==> src/scrolling_text_marquee_renderer_top_defines.svh <==
// assertion macros for the marquee renderer
`ifndef SCROLLING_TEXT_MARQUEE_RENDERER_TOP_DEFINES_SVH
`define SCROLLING_TEXT_MARQUEE_RENDERER_TOP_DEFINES_SVH
// implication checked on every edge outside reset
`define STM_ASSERT_IMP(lbl, ante, cons) \
  lbl: assert property (@(posedge clk) disable iff (!rst_n) (ante) |-> (cons)) \
    else $error("stm check failed");
// next-cycle implication checked outside reset
`define STM_ASSERT_NXT(lbl, ante, cons) \
  lbl: assert property (@(posedge clk) disable iff (!rst_n) (ante) |=> (cons)) \
    else $error("stm check failed");
`endif

==> src/stm_pkg.sv <==
// shared types and constants for the marquee renderer
package stm_pkg;
  localparam int TextDepthDef = 128;
  localparam int MaxBoardsDef = 8;
  localparam int Glyphs       = 96;
  localparam int GlyphAw      = 7;
  localparam int FontAw       = 10;

  typedef enum logic [2:0] {
    OP_TICK  = 3'd0,
    OP_START = 3'd1,
    OP_TEXT  = 3'd2,
    OP_ROW   = 3'd3,
    OP_WIDTH = 3'd4
  } op_t;

  typedef enum logic [1:0] {
    CFG_FG    = 2'd0,
    CFG_BG    = 2'd1,
    CFG_BOARDS = 2'd2,
    CFG_REV   = 2'd3
  } cfg_idx_t;

  // glyph index of a character code; out-of-range codes use glyph 0
  function automatic logic [GlyphAw-1:0] glyph_of(input logic [7:0] code);
    logic [7:0] g;
    begin
      g = code - 8'd32;
      glyph_of = (code < 8'd32 || code > 8'd127) ? '0 : g[GlyphAw-1:0];
    end
  endfunction
endpackage

==> src/stm_text.sv <==
// text memory, cleared one entry per cycle after reset, registered synchronous read
module stm_text import stm_pkg::*; #(
  parameter int TEXT_DEPTH = TextDepthDef,
  localparam int Aw = (TEXT_DEPTH > 1) ? $clog2(TEXT_DEPTH) : 1
) (
  input  logic          clk,
  input  logic          rst_n,
  input  logic          we,
  input  logic [Aw-1:0] waddr,
  input  logic [7:0]    wdata,
  input  logic [Aw-1:0] raddr,
  output logic [7:0]    rdata,
  output logic          busy
);
  logic [7:0]    mem [TEXT_DEPTH];
  logic [7:0]    q_r;
  logic [Aw-1:0] clr_r;
  logic          clr_act_r;

  // clearing pass after reset: one zero write per cycle until every entry is zero
  always_ff @(posedge clk) begin
    if (!rst_n) begin
      clr_r     <= '0;
      clr_act_r <= 1'b1;
    end else if (clr_act_r) begin
      clr_r <= clr_r + 1'b1;
      if (32'(clr_r) == TEXT_DEPTH - 1) clr_act_r <= 1'b0;
    end
  end

  always_ff @(posedge clk) begin
    if (clr_act_r) mem[clr_r] <= 8'd0;
    else if (we) mem[waddr] <= wdata;
    q_r <= (we && waddr == raddr) ? wdata : mem[raddr];
  end

  assign rdata = q_r;
  assign busy  = clr_act_r;
endmodule

==> config.mk <==
export PLATFORM = sky130hd
export DESIGN_NAME = stm_text
export DESIGN_NICKNAME = d
export VERILOG_FILES = /design/src/scrolling_text_marquee_renderer_top_defines.svh /design/src/stm_pkg.sv /design/src/stm_text.sv
export SDC_FILE = /design/constraint.sdc
export NUM_CORES = 1
export LEC_CHECK = 0
export ABC_AREA = 1
export CAP_MARGIN = 20
export CORE_MARGIN = 2
export CORE_UTILIZATION = 50
export CTS_CLUSTER_SIZE = 30
export DETAILED_ROUTE_END_ITERATION = 7
export DONT_BUFFER_PORTS = 1
export PLACE_DENSITY = 0.65
export REMOVE_ABC_BUFFERS = 1
export SLEW_MARGIN = 25
export SYNTH_ARGS = -nofsm -noshare
export SYNTH_HDL_FRONTEND = slang
export SYNTH_SLANG_ARGS = --single-unit
==> constraint.sdc <==
create_clock -name clk -period 6 [get_ports clk]
set_input_delay 0 -clock clk [delete_from_list [all_inputs] [get_ports clk]]
set_output_delay 0 -clock clk [all_outputs]
set_load 0.03 [all_outputs]
# --- After elaboration in Yosys (flattened, before gate mapping) ---
# Memories as Yosys holds them, arrays and structs flattened.
# Index checks and enable logic that the tools add are counted.
totals:
  register_bits: 16
  ramBits: 1024
  in_bits: 25
  output_inout_bits: 9
  wordCells: 20
  n_memories: 1
op_classes:
  add_sub_neg: 1
  n_eq_ne: 2
  muxes: 11
  n_reduce_logical: 2
memory_table:
  columns: ["memory", "words", "word_bits", "rd", "rd_clocked_by_memory_dff", "wr", "line_no", "source"]
  rows:
  - ["mem", 128, 8, 1, 0, 1, "stm_text.sv:15", "logic [7:0] mem [TEXT_DEPTH];"]
op_table:
  columns: ["op", "n"]
  rows:
  - ["2-to-1 mux 8 bit", 2]
  - ["2-to-1 mux 1 bit", 8]
  - ["OR reduction 8 bit", 1]
  - ["adder 7 x 1 -> 7 bit, second input constant", 1]
  - ["== test 7 bit", 1]
  - ["== test 7 bit, second input constant", 1]
  - ["2-to-1 mux 7 bit", 1]
  - ["logical AND 1 bit", 1]

# --- Depth between registers and ports, before layout ---
# Gate-level depths: netlist of the first run.
depth:
  ltp_word: 5
  depth_mapped: 14
  depth_no_buf: 11

# --- Least setup slack after synthesis of the first run ---
# No wires, ideal clock.
synth_timing:
  path_type: "flip-flop to flip-flop"
  from: "register clr_act_r (netlist: busy)"
  to: "memory mem[0][0] (data pin)"
  setup_time_ps: 801
  t_arrival_ps: 3897
  t_required_ps: 5199
  setup_slack_ps: 1302
  stages_incl_launch_ff: 6
  path_buffers: 2
  period_less_slack_ps: 4698
  cell_sequence: "dfxtp_1 inv_2 nand2_4 buf_8 buf_6 nor2_1"
synth_between:
  elab_chain_cells: 4
synth_lines:
  columns: ["element", "line_no", "source"]
  rows:
  - ["from (decl)", "stm_text.sv:18", "logic clr_act_r;"]
  - ["from (signal assigned)", "stm_text.sv:24", "clr_act_r <= 1'b1;"]
  - ["from (signal assigned)", "stm_text.sv:27", "if (32'(clr_r) == TEXT_DEPTH - 1) clr_act_r <= 1'b0;"]
  - ["2-to-1 mux 1 bit", "stm_text.sv:32", "if (clr_act_r) mem[clr_r] <= 8'd0;"]
  - ["2-to-1 mux 1 bit (implied by the code)", "stm_text.sv:33", "else if (we) mem[waddr] <= wdata;"]
  - ["OR reduction 8 bit (no line)", null, null]
  - ["2-to-1 mux 8 bit (no line)", null, null]
  - ["to (decl)", "stm_text.sv:15", null]
# Every way passes these cells.

# --- Final worst setup path of the first run ---
layout_timing:
  from: "input raddr[0]"
  to: "register q_r[3] (netlist: rdata[3])"
layout_between:
  elab_chain_cells: 3
  elab_cells_between_ends: 4
  classes_between: "eq/ne: 1; mux: 1; reduce/logical: 1; memory: 1"
layout_lines:
  columns: ["element", "line_no", "source"]
  rows:
  - ["from (decl)", "stm_text.sv:11", "input logic [Aw-1:0] raddr,"]
  - ["branches (longest 2 deep; another with memory (128 x 8 bit))", null, null]
  - ["2-to-1 mux 8 bit (*)", "stm_text.sv:34", "q_r <= (we && waddr == raddr) ? wdata : mem[raddr];"]
  - ["to (signal assigned)", "stm_text.sv:34", null]
  - ["to (decl)", "stm_text.sv:16", "logic [7:0] q_r;"]
# Mark *: on every way between the ends.
# A chain may end at the register's enable or synchronous reset.

==> flow_metrics.tcl, run 1 <==
set metrics [dict create \
    status "finished with violations" \
    violations "max-slew violations" \
    cts_buffer_depth 3 \
    worstReg2RegStart "busy" \
    die_y_um 296 \
    drc 0 \
    die-area_um2 87500 \
    async_reset_ff_share_pct 0 \
    netlist_area_um2 42600 \
    cts.sinks 1040 \
    required_ns 6.59 \
    hold_depth 5 \
    seqCellArea_um2 31100 \
    wl_um 110000 \
    clk_pin_slew_ns 0.07 \
    syn_inst 3665 \
    final_core_util_pct 54.9 \
    antenna_left 0 \
    cpMostUsedCell "nand3_1" \
    initial_core_util_pct 50.3 \
    synth_cell_types 29 \
    cp.arrival_ns 5.03 \
    dpl.cell_count 4604 \
    stdcell_count 4808 \
    numPortBuffers 0 \
    htreeDepth 3 \
    syn_area_per_cell_um2 11.6 \
    grt_max_degree 515 \
    dp_slack_ns 2.45 \
    hpwlAfterDp_um 60600 \
    synthTopCellsByCount "nand2_1 (1165), edfxtp_1 (1024), nand3_1 (973)" \
    top_level_ports 34 \
    gr-total-overflow 0 \
    gp_congestion 0.877 \
    grt_pass1_wl_um 164000 \
    fin_total_pwr_mw 14.5 \
    netlist.area_leader.share_pct 72.2 \
    worstSetupStartpointType "primary input" \
    dr.first_iter.drc_count 3704 \
    peakVddDrop_mv 0.298 \
    synth_largest_area_cell "edfxtp_1" \
    num-nets-final 3611 \
    hold_end "mem[64][6]" \
    synth-warning-count 0 \
    rsz0062_at_grt "false" \
    r2r_cells 9 \
    worst_hold_startpoint "waddr[0]" \
    synth.most_common_cell "nand2_1" \
    slew_headroom_pct -28.0 \
    cts_tree "done" \
    internal_power_mw 11.4 \
    p_leak_nw 16.5 \
    ys_ff_latch 1040 \
    multi_input_area_um2 10200 \
    vias_per_cell 5.78 \
    slew_violations 185 \
    timing.final.ws_setup_ns 1.55 \
    dieWidth_um 296 \
    finalHoldViolations 0 \
    ctsResizeCount 0 \
    crit_chain "inv_8 > buf_12 > nand2_1 > nand3_1 > nand3_1 > nand3_1 > nand3_1 > nand2_1 > nand2_1 > nand3_1 > nand3_1 > nand2_1 > dlygate4sd3_1" \
    setup_violations 0 \
    criticalPathCategory "primary input to flop" \
    min_path_type "primary input to flop" \
    layout-drive-gt1-share_pct 5.49 \
    power_frac_seq_pct 54.5 \
    nFillCells 7035 \
    synth_edf_count 1024 \
    core_region_area_um2 84700 \
    grt_pass1_vias 26158 \
    p_per_area_nw_per_um2 312 \
    critical-path-slowest-cell "inv_8" \
    ys.flop_type "edfxtp_1" \
    min_period_ns 4.45 \
    power.share.clock_pct 40.9 \
    clk_latency_ns 0.65 \
    diodes 0 \
    fin_worst_skew_ns 0.0228 \
    layout_worst_path_cycle_share_pct 74.1 \
    seq_area_frac_synth_pct 73.0 \
    max_cap_viol_count 0 \
    core.rowCount 107 \
    wl_per_cell_um 23.0 \
    syn_to_final_growth_pct 9.24 \
    grt_usage_pct 25.2 \
    rrSetupSlack_ns 2.42 \
    first_pass_iters 6 \
    vias 27782 \
    swShare_pct 21.3 \
    antenna_found_initial 3 \
    r2r_end "mem[90][4]" \
    worst-path-max-fanout 514 \
    numCtsBuffers 98 \
    endpoint_kind "flop" \
    power.switching_mw 3.09 \
    cts_root_buf "clkbuf_16" \
    fin_tns_setup_ns 0 \
    max_clock_freq_mhz 225 \
    combPwrFrac_pct 4.5 \
    max_stage_delay_ns 1.32 \
    synthTopCellsByArea "edfxtp_1 (72%), nand3_1 (11%), nand2_1 (10%), buf_2 (1.5%), nor2_1 (1.3%)" \
    tightest_slew_ns 1.92 \
]
[metal layers]
layer	up-vias	track usage, %	share of wire (%)
met1	13448	37.3	42
met3	200	4.67	9.6
met4	8	7.92	2.9
met2	1372	38.1	45
li1	12754	-	-
met5	-	0	0.052
[cell type report]
type / instances / share of cell area (%)
flip-flops and latches: 1040 / 66.8
multi-input cells: 2343 / 22.0
clock buffers: 119 / 5.49
well taps: 1144 / 3.08
repair buffers: 53 / 1.19
clock inverters: 60 / 1.01
inverters: 49 / 0.433
[kinds of logic after synthesis]
logic type      count (synthesis)  share of synthesized area (%)
xor+xnor                        2                         0.0411
compound gates                 16                          0.241
fa+ha+maj                       1                         0.0294
flops                        1040                           73.0
simple gates                 2324                           23.6
buf+inv                       282                           3.15
[critical path: cells and delay by family]
family	cells	cell delay (ns)
buffers and inverters	3	2.36
AND/OR/NAND/NOR	10	1.36
[what timing repair did]
item | in CTS | in global routing
hold endpoints to repair | 216 | 0
hold buffers | 25 | 0
buffers inserted | 0 | 0
[registers in the layout, indices dropped and copies added, names as in the netlist]
| name | count |
|---|---|
| rdata | 8 |
| clr_r | 7 |
| mem | 1024 |
| busy | 1 |
[metrics by stage]
stage | instance area, µm² | hold slack, ns
global placement | 43200 | 0.0761
CTS | 46500 | 0.0261
global route | 46500 | 0.0704
finish | 46500 | 0.0665
floorplan | 41400 | 0.0689
detailed placement | 43300 | 0.0754
[cells in the final DEF (no fill, tap or decap), types with 2 or more instances in the layout]
| cell type | instances |
|---|---|
| nor3_2 | 7 |
| clkinv_1 | 30 |
| xor2_1 | 2 |
| o21ai_0 | 4 |
| nor4_1 | 2 |
| dfxtp_1 | 16 |
| inv_8 | 2 |
| nor2_1 | 145 |
| edfxtp_1 | 1024 |
| o21ai_2 | 5 |
| clkinvlp_4 | 6 |
| clkbuf_16 | 99 |
| clkbuf_1 | 20 |
| inv_6 | 3 |
| a21oi_1 | 4 |
| buf_12 | 6 |
| clkinv_2 | 16 |
| nand2_2 | 6 |
| nor2_2 | 5 |
| buf_4 | 21 |
| nand2_1 | 1163 |
| nand4_1 | 4 |
| dlygate4sd3_1 | 25 |
| o21ai_1 | 2 |
| inv_2 | 6 |
| nor3_1 | 9 |
| nor2_4 | 8 |
| nand3_1 | 973 |
| bufinv_16 | 7 |
| inv_1 | 37 |
[worst max-delay path by stage]
| stage | from | endpoint | depth (start not counted) | slack (ns) |
|---|---|---|---|---|
| global route | busy | mem[90][2] | 9 | 2.24 |
| CTS | busy | mem[90][2] | 9 | 2.43 |
| finish | raddr[0] | rdata[3] | 13 | 1.55 |
| detailed placement | busy | mem[90][2] | 9 | 2.45 |
| floorplan | raddr[0] | rdata[6] | 11 | 1.25 |
| global placement | busy | mem[90][3] | 9 | 2.50 |
[power by group through the flow]
stage	Combinational, mW	Sequential [mW]	Clock [mW]
after CTS	0.636	7.90	5.99
final	0.658	7.90	5.93
after global placement	0.612	8.06	0
after detailed placement	0.618	8.06	0
after floorplan	0.429	8.06	0
after global routing	0.709	7.90	6.28
(Power assumes the default switching activity.)
==> inputs of run 2 (changes only) <==
--- a/config.mk
+++ b/config.mk
@@ -5,14 +5,14 @@
 export SDC_FILE = /design/constraint.sdc
 export NUM_CORES = 1
 export LEC_CHECK = 0
-export ABC_AREA = 1
+export ABC_AREA = 0
 export CAP_MARGIN = 20
 export CORE_MARGIN = 2
 export CORE_UTILIZATION = 50
 export CTS_CLUSTER_SIZE = 30
 export DETAILED_ROUTE_END_ITERATION = 7
 export DONT_BUFFER_PORTS = 1
-export PLACE_DENSITY = 0.65
+export PLACE_DENSITY = 0.68
 export REMOVE_ABC_BUFFERS = 1
 export SLEW_MARGIN = 25
 export SYNTH_ARGS = -nofsm -noshare
==> constraint.sdc (replaced) <==
create_clock -name clk -period 3.8 [get_ports clk]
set_input_delay 0 -clock clk [delete_from_list [all_inputs] [get_ports clk]]
set_output_delay 0 -clock clk [all_outputs]
set_load 0.03 [all_outputs]
==> flow_metrics.tcl, run 2 <==
set metrics [dict create \
    status "finished clean" \
    initial_core_util_pct 50.4 \
    synth-warning-count 0 \
    synthTopCellsByArea "edfxtp_1 (74%), mux2i_1 (7.3%), mux4_2 (5.8%), a22oi_1 (2.2%), nor2_1 (1.2%)" \
    layout-drive-gt1-share_pct 13.7 \
    drc 0 \
    fin_worst_skew_ns 0.0230 \
    criticalPathCategory "flop to flop" \
    gp_congestion 0.891 \
    grt_pass1_wl_um 147000 \
    stdcell_count 3399 \
    worstSetupStartpointType "flop" \
    netlist_area_um2 41300 \
    synth.most_common_cell "edfxtp_1" \
    cts_root_buf "clkbuf_16" \
    vias 21491 \
    grt.met3_usage_pct 4.76 \
    gr-total-overflow 0 \
    numCtsBuffers 100 \
    rsz0062_at_grt "false" \
    syn_inst 2229 \
    cts_tree "done" \
    grt_max_degree 366 \
    finalHoldViolations 0 \
    die_y_um 291 \
    power_frac_seq_pct 54.1 \
    final_common_cell "edfxtp_1" \
    async_reset_ff_share_pct 0 \
    dpl.cell_count 3204 \
    worst-path-max-fanout 18 \
    cts.sinks 1040 \
    max_clock_freq_mhz 289 \
    grt_usage_pct 23.8 \
    r2r_cells 4 \
    stdcell_area_um2 45700 \
    setup_violations 0 \
    synth_cell_types 53 \
    core_region_area_um2 82000 \
    dp_slack_ns 0.492 \
    syn_area_per_cell_um2 18.5 \
    fin_total_pwr_mw 23.1 \
    netlist.area_leader.share_pct 74.5 \
    required_ns 4.07 \
    hpwlAfterDp_um 59700 \
    hold_depth 1 \
    antenna_left 0 \
    ys_ff_latch 1040 \
    peakVddDrop_mv 0.395 \
    num-nets-final 2279 \
    slew_violations 0 \
    diodes 0 \
    seq_area_frac_synth_pct 75.2 \
    wl_per_cell_um 29.8 \
    p_per_area_nw_per_um2 506 \
    dr.first_iter.drc_count 2955 \
    min_path_type "primary input to flop" \
    grt_pass1_vias 21238 \
    tightest_slew_ns 1.36 \
    vias_per_cell 6.32 \
    power.switching_mw 4.61 \
    wl_um 101000 \
    cts_buffer_depth 3 \
    grt_use_met1_pct 33.9 \
    slew_headroom_pct 9.23 \
    p_leak_nw 15.2 \
    numPortBuffers 0 \
    htreeDepth 3 \
    final_core_util_pct 55.7 \
    ys.flop_type "edfxtp_1" \
    core.rowCount 105 \
    synthTopCellsByCount "edfxtp_1 (1024), mux2i_1 (302), nor2_1 (136)" \
    timing.final.ws_setup_ns 0.341 \
    clk_latency_ns 0.66 \
    antenna_found_initial 3 \
    met2_usage_pct 37.6 \
    internal_power_mw 18.5 \
    layout_common_cells "edfxtp_1 (1024), mux2i_1 (302), nor2_1 (134), a22oi_1 (121), mux4_2 (107)" \
    endpoint_kind "flop" \
    die-area_um2 84900 \
    min_period_ns 3.46 \
    cp.arrival_ns 3.72 \
    ctsResizeCount 0 \
    top_register "mem" \
    place_area_um2 42300 \
    swShare_pct 20.0 \
    largest_reg_flops 1024 \
    top_level_ports 34 \
    clk_pin_slew_ns 0.06 \
    dieWidth_um 291 \
    layout_worst_path_cycle_share_pct 91.0 \
    syn_to_final_growth_pct 10.6 \
    busiest_layer "met2" \
    nFillCells 6150 \
    combPwrFrac_pct 3.4 \
    max_cap_viol_count 0 \
    synth_largest_area_cell "edfxtp_1" \
    first_pass_iters 6 \
    power.share.clock_pct 42.4 \
    synth_edf_count 1024 \
]
[run 2: kinds of logic after synthesis]
group	synth area share (%)
AO/OA/AOI/OAI	5.04
XOR/XNOR	0.254
adder cells (fa/ha/maj)	0.0303
multiplexers	13.9
flip-flops	75.2
buffers and inverters	1.95
AND/OR/NAND/NOR	3.64
[run 2: critical path: stages, from the launching register on]
cell      delay [ns]
dfxtp_1         0.32
nand2b_1        0.47
o21ai_0         0.97
nand2_1         0.40
nor2_1          0.89
[run 2: power groups by stage]
stage	clock network (mW)	registers [mW]	logic [mW]
floorplan	0	12.7	0.470
global placement	0	12.8	0.717
detailed placement	0	12.8	0.728
CTS	9.88	12.5	0.762
global route	10.3	12.5	0.807
finish	9.81	12.5	0.787
[run 2: what timing repair did]
item / 4_1_cts / 5_1_grt
hold buffers: 17 / 0
buffers inserted: 0 / 0
endpoints found under the hold margin: 182 / 0
[run 2: worst paths after layout]
kind / to / slack (ns) / start
setup / recovery: mem[77][0] / 0.34 / busy
hold / removal: mem[78][7] / 0.03 / wdata[7]
setup reg to reg: mem[77][0] / 0.34 / busy
hold reg to reg: busy / 0.61 / clr_r[6]
[run 2: final cells by class]
class                           count  area, µm²  share of cell area (%)
Sequential cell                  1040      31100                    68.0
Tap cell                         1070       1340                    2.93
Clock buffer                      120       2640                    5.78
Clock inverter                     58        567                    1.24
Inverter                            2       7.51                  0.0164
Multi-Input combinational cell   1055       9500                    20.8
Timing Repair Buffer               54        548                    1.20
[run 2: routing by layer]
layer  up-vias  share of wire, %  wire [µm]
met3       190               9.4       9510
met2      1098                47      47600
met5         -             0.027         27
li1       9071                 -          -
met4         4               2.9       2980
met1     11128                41      41100
[run 2: stage by stage]
| stage | hold WS [ns] | setup TNS, ns |
|---|---|---|
| 2_1_floorplan | 0.0619 | -120.37 |
| 3_3_place_gp | 0.0716 | 0 |
| 3_5_place_dp | 0.0686 | 0 |
| 4_1_cts | 0.0118 | 0 |
| 5_1_grt | 0.0367 | 0 |
| 6_report | 0.0256 | 0 |
